**src/hw/rtl/fpfa_pkg.sv**
```systemverilog
// shared constants and codes for the fixed partition fit allocator
package fpfa_pkg;

  localparam int FPFA_PARTITIONS = 8;
  localparam int FPFA_SIZE_BITS  = 16;

  localparam int SLOT_W     = 3;
  localparam int BYTES_W    = 16;
  localparam int CFG_IDX_W  = 1;
  localparam int CFG_DATA_W = 4;
  localparam int MODE_W     = 2;
  localparam int PCOUNT_W   = 4;

  localparam logic FUNC_LOAD    = 1'b0;
  localparam logic FUNC_REQUEST = 1'b1;

  localparam logic [MODE_W-1:0] MODE_FIRST    = 2'd0;
  localparam logic [MODE_W-1:0] MODE_BEST     = 2'd1;
  localparam logic [MODE_W-1:0] MODE_WORST    = 2'd2;
  localparam logic [MODE_W-1:0] MODE_RESERVED = 2'd3;

  localparam logic [CFG_IDX_W-1:0] CFG_FIT_MODE   = 1'd0;
  localparam logic [CFG_IDX_W-1:0] CFG_PART_COUNT = 1'd1;

  localparam logic [MODE_W-1:0]   FIT_MODE_RESET   = MODE_BEST;
  localparam logic [PCOUNT_W-1:0] PART_COUNT_RESET = 4'd8;

endpackage

```
**src/hw/rtl/fixed_partition_fit_allocator.sv**
```systemverilog
// fixed partition allocator top level: config, sequencer, scan compare, result register
// load item: in_ready stays high
// request: slots below lim are read from the size memory and compared in order, lim = min(partition_count, PARTITIONS);
// first fit with its hit at slot k stops early
// in_ready is low from a request until its result enters the output register, which can stall
// synchronous active-low reset: idle, no result, all free, fit_mode 1, count 8, sizes unknown
module fixed_partition_fit_allocator
  import fpfa_pkg::*;
#(
  parameter int PARTITIONS = FPFA_PARTITIONS,
  parameter int SIZE_BITS  = FPFA_SIZE_BITS
) (
  input  logic                  clk,
  input  logic                  rst_n,
  input  logic                  cfg_wr_en,
  input  logic [CFG_IDX_W-1:0]  cfg_index,
  input  logic [CFG_DATA_W-1:0] cfg_data,
  input  logic                  in_valid,
  output logic                  in_ready,
  input  logic                  in_func,
  input  logic [SLOT_W-1:0]     in_partition_slot,
  input  logic [BYTES_W-1:0]    in_partition_bytes,
  input  logic [BYTES_W-1:0]    in_request_size,
  output logic                  out_valid,
  input  logic                  out_ready,
  output logic                  out_found,
  output logic [SLOT_W-1:0]     out_chosen_slot,
  output logic [BYTES_W-1:0]    out_chosen_size
);

  localparam int IDX_W = (PARTITIONS > 1) ? $clog2(PARTITIONS) : 1;
  localparam int CNT_W = $clog2(PARTITIONS + 1);

  localparam logic [1:0] S_IDLE   = 2'd0;
  localparam logic [1:0] S_SCAN   = 2'd1;
  localparam logic [1:0] S_COMMIT = 2'd2;

  logic [1:0]           state_r, state_nxt;
  logic [MODE_W-1:0]    fit_mode_r;
  logic [PCOUNT_W-1:0]  part_count_r;
  logic [PARTITIONS-1:0] busy_r;
  logic [CNT_W-1:0]     idx_r, idx_nxt;
  logic [CNT_W-1:0]     lim_r, lim_nxt;
  logic [SIZE_BITS-1:0] want_r;
  logic                 cmp_vld_r, cmp_vld_nxt;
  logic [IDX_W-1:0]     cmp_idx_r;
  logic                 have_r, have_nxt;
  logic [IDX_W-1:0]     pick_r, pick_nxt;
  logic [SIZE_BITS-1:0] best_r, best_nxt;
  logic                 out_valid_r, out_valid_nxt;
  logic                 out_found_r;
  logic [SLOT_W-1:0]    out_slot_r;
  logic [BYTES_W-1:0]   out_size_r;

  logic                 in_fire, load_fire, req_fire, load_ok;
  logic                 first_mode, issue, fits, take, commit_fire;
  logic [IDX_W-1:0]     load_addr;
  logic [SIZE_BITS-1:0] rd_data;

  assign in_ready    = (state_r == S_IDLE);
  assign in_fire     = in_valid && in_ready;
  assign load_fire   = in_fire && (in_func == FUNC_LOAD);
  assign req_fire    = in_fire && (in_func == FUNC_REQUEST);
  assign load_ok     = 32'(in_partition_slot) < PARTITIONS;
  assign load_addr   = IDX_W'(in_partition_slot);
  assign first_mode  = (fit_mode_r == MODE_FIRST) || (fit_mode_r == MODE_RESERVED);
  assign issue       = (state_r == S_SCAN) && (idx_r < lim_r) && !(first_mode && have_r);
  assign commit_fire = (state_r == S_COMMIT) && (!out_valid_r || out_ready);

  fpfa_size_mem #(
    .DEPTH (PARTITIONS),
    .WIDTH (SIZE_BITS),
    .AW    (IDX_W)
  ) u_mem (
    .clk     (clk),
    .wr_en   (load_fire && load_ok),
    .wr_addr (load_addr),
    .wr_data (SIZE_BITS'(in_partition_bytes)),
    .rd_en   (issue),
    .rd_addr (idx_r[IDX_W-1:0]),
    .rd_data (rd_data)
  );

  // compare stage on the size read last cycle
  always_comb begin
    fits = cmp_vld_r && !busy_r[cmp_idx_r] && (rd_data >= want_r);
    take = 1'b0;
    if (fits) begin
      priority if (!have_r) begin
        take = 1'b1;
      end else if (fit_mode_r == MODE_BEST) begin
        take = rd_data < best_r;
      end else if (fit_mode_r == MODE_WORST) begin
        take = rd_data > best_r;
      end else begin
        take = 1'b0;
      end
    end
  end

  always_comb begin
    state_nxt   = state_r;
    idx_nxt     = idx_r;
    lim_nxt     = lim_r;
    cmp_vld_nxt = issue;
    have_nxt    = have_r;
    pick_nxt    = pick_r;
    best_nxt    = best_r;
    if (take) begin
      have_nxt = 1'b1;
      pick_nxt = cmp_idx_r;
      best_nxt = rd_data;
    end
    unique case (state_r)
      S_IDLE: begin
        if (req_fire) begin
          state_nxt = S_SCAN;
          idx_nxt   = '0;
          have_nxt  = 1'b0;
          if (32'(part_count_r) > PARTITIONS) begin
            lim_nxt = CNT_W'(PARTITIONS);
          end else begin
            lim_nxt = CNT_W'(part_count_r);
          end
        end
      end
      S_SCAN: begin
        if (issue) begin
          idx_nxt = idx_r + 1'b1;
        end else begin
          state_nxt = S_COMMIT;
        end
      end
      S_COMMIT: begin
        if (commit_fire) begin
          state_nxt = S_IDLE;
        end
      end
      default: begin
        state_nxt = S_IDLE;
      end
    endcase
  end

  always_comb begin
    out_valid_nxt = out_valid_r;
    if (out_valid_r && out_ready) begin
      out_valid_nxt = 1'b0;
    end
    if (commit_fire) begin
      out_valid_nxt = 1'b1;
    end
  end

  always_ff @(posedge clk) begin
    if (!rst_n) begin
      state_r      <= S_IDLE;
      fit_mode_r   <= FIT_MODE_RESET;
      part_count_r <= PART_COUNT_RESET;
      busy_r       <= '0;
      cmp_vld_r    <= 1'b0;
      have_r       <= 1'b0;
      out_valid_r  <= 1'b0;
    end else begin
      state_r     <= state_nxt;
      cmp_vld_r   <= cmp_vld_nxt;
      have_r      <= have_nxt;
      out_valid_r <= out_valid_nxt;
      if (cfg_wr_en) begin
        unique case (cfg_index)
          CFG_FIT_MODE:   fit_mode_r   <= cfg_data[MODE_W-1:0];
          CFG_PART_COUNT: part_count_r <= cfg_data[PCOUNT_W-1:0];
          default: ;
        endcase
      end
      if (load_fire && load_ok) begin
        busy_r[load_addr] <= 1'b0;
      end
      if (commit_fire && have_r) begin
        busy_r[pick_r] <= 1'b1;
      end
    end
  end

  always_ff @(posedge clk) begin
    idx_r     <= idx_nxt;
    lim_r     <= lim_nxt;
    pick_r    <= pick_nxt;
    best_r    <= best_nxt;
    cmp_idx_r <= idx_r[IDX_W-1:0];
    if (req_fire) begin
      want_r <= SIZE_BITS'(in_request_size);
    end
    if (commit_fire) begin
      out_found_r <= have_r;
      out_slot_r  <= have_r ? SLOT_W'(pick_r) : '0;
      out_size_r  <= have_r ? BYTES_W'(best_r) : '0;
    end
  end

  assign out_valid       = out_valid_r;
  assign out_found       = out_found_r;
  assign out_chosen_slot = out_slot_r;
  assign out_chosen_size = out_size_r;

endmodule

```
**src/hw/rtl/fpfa_size_mem.sv**
```systemverilog
// partition size memory, one write port and one registered read port
module fpfa_size_mem #(
  parameter int DEPTH = 8,
  parameter int WIDTH = 16,
  parameter int AW    = 3
) (
  input  logic             clk,
  input  logic             wr_en,
  input  logic [AW-1:0]    wr_addr,
  input  logic [WIDTH-1:0] wr_data,
  input  logic             rd_en,
  input  logic [AW-1:0]    rd_addr,
  output logic [WIDTH-1:0] rd_data
);

  logic [WIDTH-1:0] mem [DEPTH];
  logic [WIDTH-1:0] rd_data_r;

  always_ff @(posedge clk) begin
    if (wr_en) begin
      mem[wr_addr] <= wr_data;
    end
    if (rd_en) begin
      rd_data_r <= mem[rd_addr];
    end
  end

  assign rd_data = rd_data_r;

endmodule

```
**config.mk**
```make
export PLATFORM = sky130hd
export DESIGN_NAME = fixed_partition_fit_allocator
export DESIGN_NICKNAME = d
export VERILOG_FILES = /design/src/hw/rtl/fpfa_pkg.sv /design/src/hw/rtl/fixed_partition_fit_allocator.sv /design/src/hw/rtl/fpfa_size_mem.sv
export SDC_FILE = /design/constraint.sdc
export NUM_CORES = 1
export LEC_CHECK = 0
export BUFFER_PORTS_ARGS = -buffer_cell sky130_fd_sc_hd__buf_2
export CORE_MARGIN = 10
export CORE_UTILIZATION = 30
export CTS_BUF_LIST = sky130_fd_sc_hd__clkbuf_8
export DETAILED_ROUTE_END_ITERATION = 16
export PLACE_DENSITY_LB_ADDON = 0.2
export SETUP_SLACK_MARGIN = 0.5
export SLEW_MARGIN = 20
export SYNTH_ARGS = -nofsm -noshare
export SYNTH_HDL_FRONTEND = slang
export SYNTH_SLANG_ARGS = --single-unit
```
**constraint.sdc**
```tcl
create_clock -name clk -period 9.8 [get_ports clk]
set_clock_uncertainty 0.2 [all_clocks]
set_input_delay 0.98 -clock clk [delete_from_list [all_inputs] [get_ports clk]]
set_output_delay 0.98 -clock clk [all_outputs]
set_load 0.05 [all_outputs]
```
==> flow_summary.yaml, run 1 <==
run_status:
  run_status: "finished clean"
hold_path:
  worstHoldStart: "u_mem.rd_data[0]$_DFFE_PN_"
  hp-class: "reg2reg"
  whs_endpoint: "best_r[0]$_DFFE_PP_"
  whs_path_depth: 0
drt:
  first_iter_violations: 239
  drtPass1Iterations: 4
  ant_nets: 0
  drt_wl_total_mm: 19.3
  vias_per_cell: 4.56
  wl_per_cell_um: 18.3
  route.detailed.drc: 0
  num_vias: 4820
floorplan:
  boundaryPins: 68
  core.rowCount: 64
  die_w_um: 195
  dieArea_um2: 38000
  die-height_um: 195
  start_util_pct: 30.2
  core_um2: 30400
grt:
  use_met1_pct: 13.0
  grt_usage_pct: 10.2
  grt_max_degree: 38
  grt_pass1_wl_mm: 30.4
  grtUsageMet2_pct: 16.0
  grt_pass1_vias: 5175
  use_met3_pct: 2.43
  antenna_found_initial: 0
  gr-total-overflow: 0
  busiest_layer: "met2"
synth:
  synthesis.area_um2: 9190
  synth-edff-count: 207
  yosys.area.top_type: "edfxtp_1"
  synth_seq_cells: 229
  synth.distinct_cells: 44
  syn-num-nets: 612
  netlist_top_cells_area: "edfxtp_1, mux4_2, ha_1"
  ys.flop_type: "edfxtp_1"
  syn_inst: 528
  synthTopCellsByCount: "edfxtp_1, ha_1, inv_1"
  synth_seq_area_share_pct: 72.4
  yosys.cell_count.top_type: "edfxtp_1"
  netlist.area_leader.share_pct: 67.6
  ys_async_sr_fraction_pct: 0
  synth_warnings: 0
  syn_area_per_cell_um2: 17.4
placed_design:
  gp_congestion: 0.760
  io_buffers: 67
  dp.cells: 988
  hpwl_mm: 12.8
setup_path:
  cp.required_ns: 9.81
  r2r-end: "best_r[3]$_DFFE_PP_"
  r2r_slack_ns: 6.81
  crit_slowest_cell: "a221oi_2"
  cp_top_family: "compound AO/OA/AOI/OAI gates"
  worst_setup_path_start_kind: "flip-flop"
  critPathMaxFanout: 14
  r2r_cells: 7
  timing.rr.start: "u_mem.rd_data[11]$_DFFE_PN_"
  cpPeakStageDelay_ns: 0.50
  crit_arrival_ns: 2.99
  crit_type: "reg2reg"
  end_kind: "flip-flop"
  crit_chain: "ha_1, nand4_1, a2111oi_0, nor4b_1, mux2i_1, a221oi_2, buf_4"
  cp_num_buf_inv: 1
sta:
  drv_slew: 0
  max_freq_mhz: 335
  rsz0062_at_grt: "no"
  setup_viol: 0
  period_minus_slack_ns: 2.99
  tns_ns: 0
  relSlewSlack_pct: 29.0
  tightestPinTransition_ns: 1.06
  hold_viol_final: 0
  min_period_over_period_pct: 30.5
cts:
  cts.sinks: 229
  cts-buffers-inserted: 41
  htreeDepth: 2
  post-cts-setup-buffer-count: 0
  holdBufCountCts: 0
  cts_root_buffer: "clkbuf_8"
  cts_tree: "done"
  clk_pin_slew_ns: 0.05
  insertion_delay_ns: 0.54
  cts_resized: 0
  cts.path.max_buffers: 3
power:
  p_per_area_nw_per_um2: 187
  leakage_nw: 3.90
  vdd_drop_max_uv: 92.3
final_layout:
  layout.cells.non_filler: 1056
  drive_above_1_share_pct: 27.4
  fin_util_pct: 35.4
  n_antenna_cell: 0
  fin_nets: 719
  syn2layout_area_growth_pct: 17.3
job:
  max_cap_viol_count: 0
[where the power goes]
group | switching [mW] | internal [mW] | total, mW
logic | 0.0774 | 0.0530 | 0.130
registers | 0.00899 | 1.09 | 1.10
clock network | 0.367 | 0.421 | 0.789
[sequential cells by signal, summed over array words and instances (netlist names)]
| name | count |
|---|---|
| u_mem.mem | 128 |
| best_r | 16 |
| out_chosen_size | 16 |
| u_mem.rd_data | 16 |
| want_r | 16 |
| busy_r | 8 |
| idx_r | 4 |
| lim_r | 4 |
| part_count_r | 4 |
| cmp_idx_r | 3 |
| out_chosen_slot | 3 |
| pick_r | 3 |
| fit_mode_r | 2 |
| state_r | 2 |
| cmp_vld_r | 1 |
| have_r | 1 |
| out_found | 1 |
| out_valid | 1 |
[stage by stage]
stage / total power [mW] / hold slack, ns / setup slack, ns / instance area (µm²)
after floorplan: 1.20 / 0.175 / 6.13 / 9190
after global placement: 1.25 / 0.242 / 6.75 / 10100
after detailed placement: 1.25 / 0.239 / 6.68 / 10100
after CTS: 2.06 / 0.265 / 6.77 / 10800
after global routing: 2.11 / 0.275 / 6.62 / 10800
final: 2.02 / 0.255 / 6.81 / 10800
[routing by layer]
layer,vias up,routed length (µm)
li1,2254,-
met3,53,995
met1,2395,8870
met2,118,8830
met4,0,624
met5,-,0
[cells by family (layout without fill, tap and decap cells)]
family	Yosys count	count (layout)	synth area share [%]
DFF	229	229	72.4
and+or+nand+nor	101	101	5.55
AOI/OAI and AO/OA	53	53	3.77
buffers and inverters	53	185	2.30
muxes	52	52	10.6
adders and majority gates	38	38	5.17
xor gates and xnor gates	2	2	0.191
[worst max path at each step]
stage | from | endpoint | slack, ns | depth (start not counted)
floorplan | u_mem.rd_data[1]$_DFFE_PN_ | best_r[0]$_DFFE_PP_ | 6.13 | 7
global placement | in_func | u_mem.mem[3][11]$_DFFE_PP_ | 6.75 | 3
detailed placement | out_ready | busy_r[5]$_SDFF_PN0_ | 6.68 | 6
CTS | u_mem.rd_data[1]$_DFFE_PN_ | best_r[3]$_DFFE_PP_ | 6.77 | 8
global route | u_mem.rd_data[1]$_DFFE_PN_ | best_r[5]$_DFFE_PP_ | 6.62 | 8
finish | u_mem.rd_data[11]$_DFFE_PN_ | best_r[3]$_DFFE_PP_ | 6.81 | 7
[cell usage in the layout (no fill, tap or decap), types with 2 or more instances in the layout]
cell type,synthesis,layout
a211o_1,2,2
a211oi_1,3,3
a21o_1,8,8
a21oi_1,22,22
and2_1,7,7
buf_2,4,67
buf_4,0,11
clkbuf_8,0,42
clkinv_1,1,7
dfxtp_1,22,22
edfxtp_1,207,207
ha_1,38,38
inv_1,38,54
mux2_2,16,16
mux2i_1,2,2
mux4_1,2,2
mux4_2,32,32
nand2_1,18,18
nand2b_1,10,10
nand3_1,11,11
nand3b_1,3,3
nand4_1,6,6
nor2_1,28,26
nor2_2,1,3
nor2b_1,7,6
nor3_2,0,2
o21ai_0,9,9
or3_1,2,2
[layout make-up]
class / instances / area [µm²]
clock buffers: 42 / 578
fillers: 2911 / 19600
well taps: 396 / 495
repair buffers: 78 / 418
flip-flops and latches: 229 / 6660
inverters: 39 / 146
multi-input cells: 246 / 2350
clock inverters: 26 / 138
Power figures use the tool's default switching activity.
==> run 2, diff against run 1 <==
- clock period: 9.8 -> 2.79 ns (I/O delays scaled with it)
==> run 2 against run 1 <==
Against the previous run: combinational power grew to 4.1 times the previous value; register-to-register slack lost 6.7 ns; die area stayed put; global-route usage grew 0.45 points; non-clock buffer count increased by 61; largest cell class unchanged; clock power rose to 4.2 times the previous value; clock-buffer cell count increased by 2; worst setup slack lost 6.7 ns; hold slack lost 0.21 ns.
==> flow_summary.yaml, run 2 (synthesis gave the netlist of run 1 again) <==
run_status:
  run_status: "finished clean"
setup_path:
  crit_slowest_cell: "edfxtp_1"
  cp_top_family: "compound AO/OA/AOI/OAI gates"
  end_kind: "flip-flop"
  worst_setup_path_start_kind: "flip-flop"
  cp_num_buf_inv: 1
  crit_chain: "ha_1, nor2b_4, o211ai_1, a2111oi_4, nor4b_2, mux2i_1, a221oi_4, buf_12"
  critPathMaxFanout: 13
  crit_arrival_ns: 2.74
  crit_type: "reg2reg"
  cp.required_ns: 2.83
  cpPeakStageDelay_ns: 0.42
cts:
  cts.sinks: 229
  cts.path.max_buffers: 3
  htreeDepth: 2
  insertion_delay_ns: 0.55
  clk_pin_slew_ns: 0.06
  cts_tree: "done"
  cts-buffers-inserted: 40
  cts_root_buffer: "clkbuf_8"
sta:
  min_period_over_period_pct: 96.7
  rsz0062_at_grt: "yes"
  hold_viol_final: 0
  drv_slew: 0
  tightestPinTransition_ns: 0.565
  max_freq_mhz: 370
  period_minus_slack_ns: 2.70
  setup_viol: 0
  relSlewSlack_pct: 62.3
job:
  max_cap_viol_count: 0
drt:
  wl_per_cell_um: 18.0
  drtPass1Iterations: 4
  vias_per_cell: 4.50
  num_vias: 5058
  ant_nets: 0
  first_iter_violations: 302
  drt_wl_total_mm: 20.2
  route.detailed.drc: 0
power:
  power_mw: 7.70
  leakage_nw: 4.24
  vdd_drop_max_uv: 257
  p_per_area_nw_per_um2: 661
final_layout:
  layout.cells.non_filler: 1124
  syn2layout_area_growth_pct: 26.8
  fin_nets: 779
  drive_above_1_share_pct: 29.2
  nFillCells: 2868
  final_common_cell: "edfxtp_1"
  fin_util_pct: 38.3
  regMostFlops: "u_mem.mem"
  largest_register_ffs: 128
  final_cell_mix: "edfxtp_1, buf_2, dlygate4sd3_1"
hold_path:
  hp-class: "in2reg"
floorplan:
  core_um2: 30400
  dieArea_um2: 38000
  boundaryPins: 68
  die-height_um: 195
  start_util_pct: 30.2
  core.rowCount: 64
  die_w_um: 195
placed_design:
  io_buffers: 67
  gp_congestion: 0.810
  dp.cells: 994
  hpwl_mm: 12.5
grt:
  grt_pass1_vias: 5640
  grt_usage_pct: 10.6
  gr-total-overflow: 0
  antenna_found_initial: 2
  grt_max_degree: 37
  grt_pass1_wl_mm: 31.9
run 2: routing by layer:
layer	track usage [%]	vias up	routed length, µm
met5	0	-	0
met4	4.47	0	612
met3	2.45	45	1090
met2	17.7	136	9800
met1	12.9	2491	8690
li1	-	2386	-
run 2: worst paths after layout:
| path | from | end | slack, ns | cells after the start |
|---|---|---|---|---|
| worst max-delay path | u_mem.rd_data[1]$_DFFE_PN_ | best_r[4]$_DFFE_PP_ | 0.09 | 8 |
| worst max register to register | u_mem.rd_data[1]$_DFFE_PN_ | best_r[4]$_DFFE_PP_ | 0.09 | 8 |
| worst min-delay path | in_valid | want_r[2]$_DFFE_PP_ | 0.05 | 2 |
| worst min register to register | cmp_idx_r[2]$_DFF_P_ | pick_r[2]$_DFFE_PP_ | 0.27 | 0 |
run 2: timing repair:
| action | 4_1_cts | 5_1_grt |
|---|---|---|
| gates resized for setup | 5 | 11 |
| hold buffers | 50 | 0 |
| setup buffers | 0 | 4 |
| gates cloned | 0 | 1 |
| endpoints found under the setup margin | 19 | 35 |
| pin swaps | 1 | 1 |
| endpoints found under the hold margin | 154 | 0 |
run 2: through the flow:
step	hold slack, ns	setup WS (ns)	TNS (ns)	cell area [µm²]
after global placement	0.241	0.145	0	10200
after detailed placement	0.245	0.111	0	10200
final	0.0494	0.0907	0	11700
after global routing	0.0398	-0.00910	-0.0370	11700
after floorplan	0.141	0.0355	0	9250
after CTS	0.0240	0.125	0	11600
run 2: cell type report:
cell class | count | area [µm²] | share of cell area, %
Antenna cell | 1 | 2.50 | 0.0215
Clock inverter | 30 | 272 | 2.33
Multi-Input combinational cell | 246 | 2430 | 20.9
Inverter | 39 | 146 | 1.26
Sequential cell | 229 | 6660 | 57.1
Timing Repair Buffer | 139 | 1040 | 8.93
Tap cell | 396 | 495 | 4.25
Clock buffer | 44 | 606 | 5.20
run 2: where the power goes:
group          total (mW)  switching (mW)  internal, mW
clock                3.31            1.37          1.94
sequential           3.86          0.0338          3.82
combinational       0.538           0.289         0.248
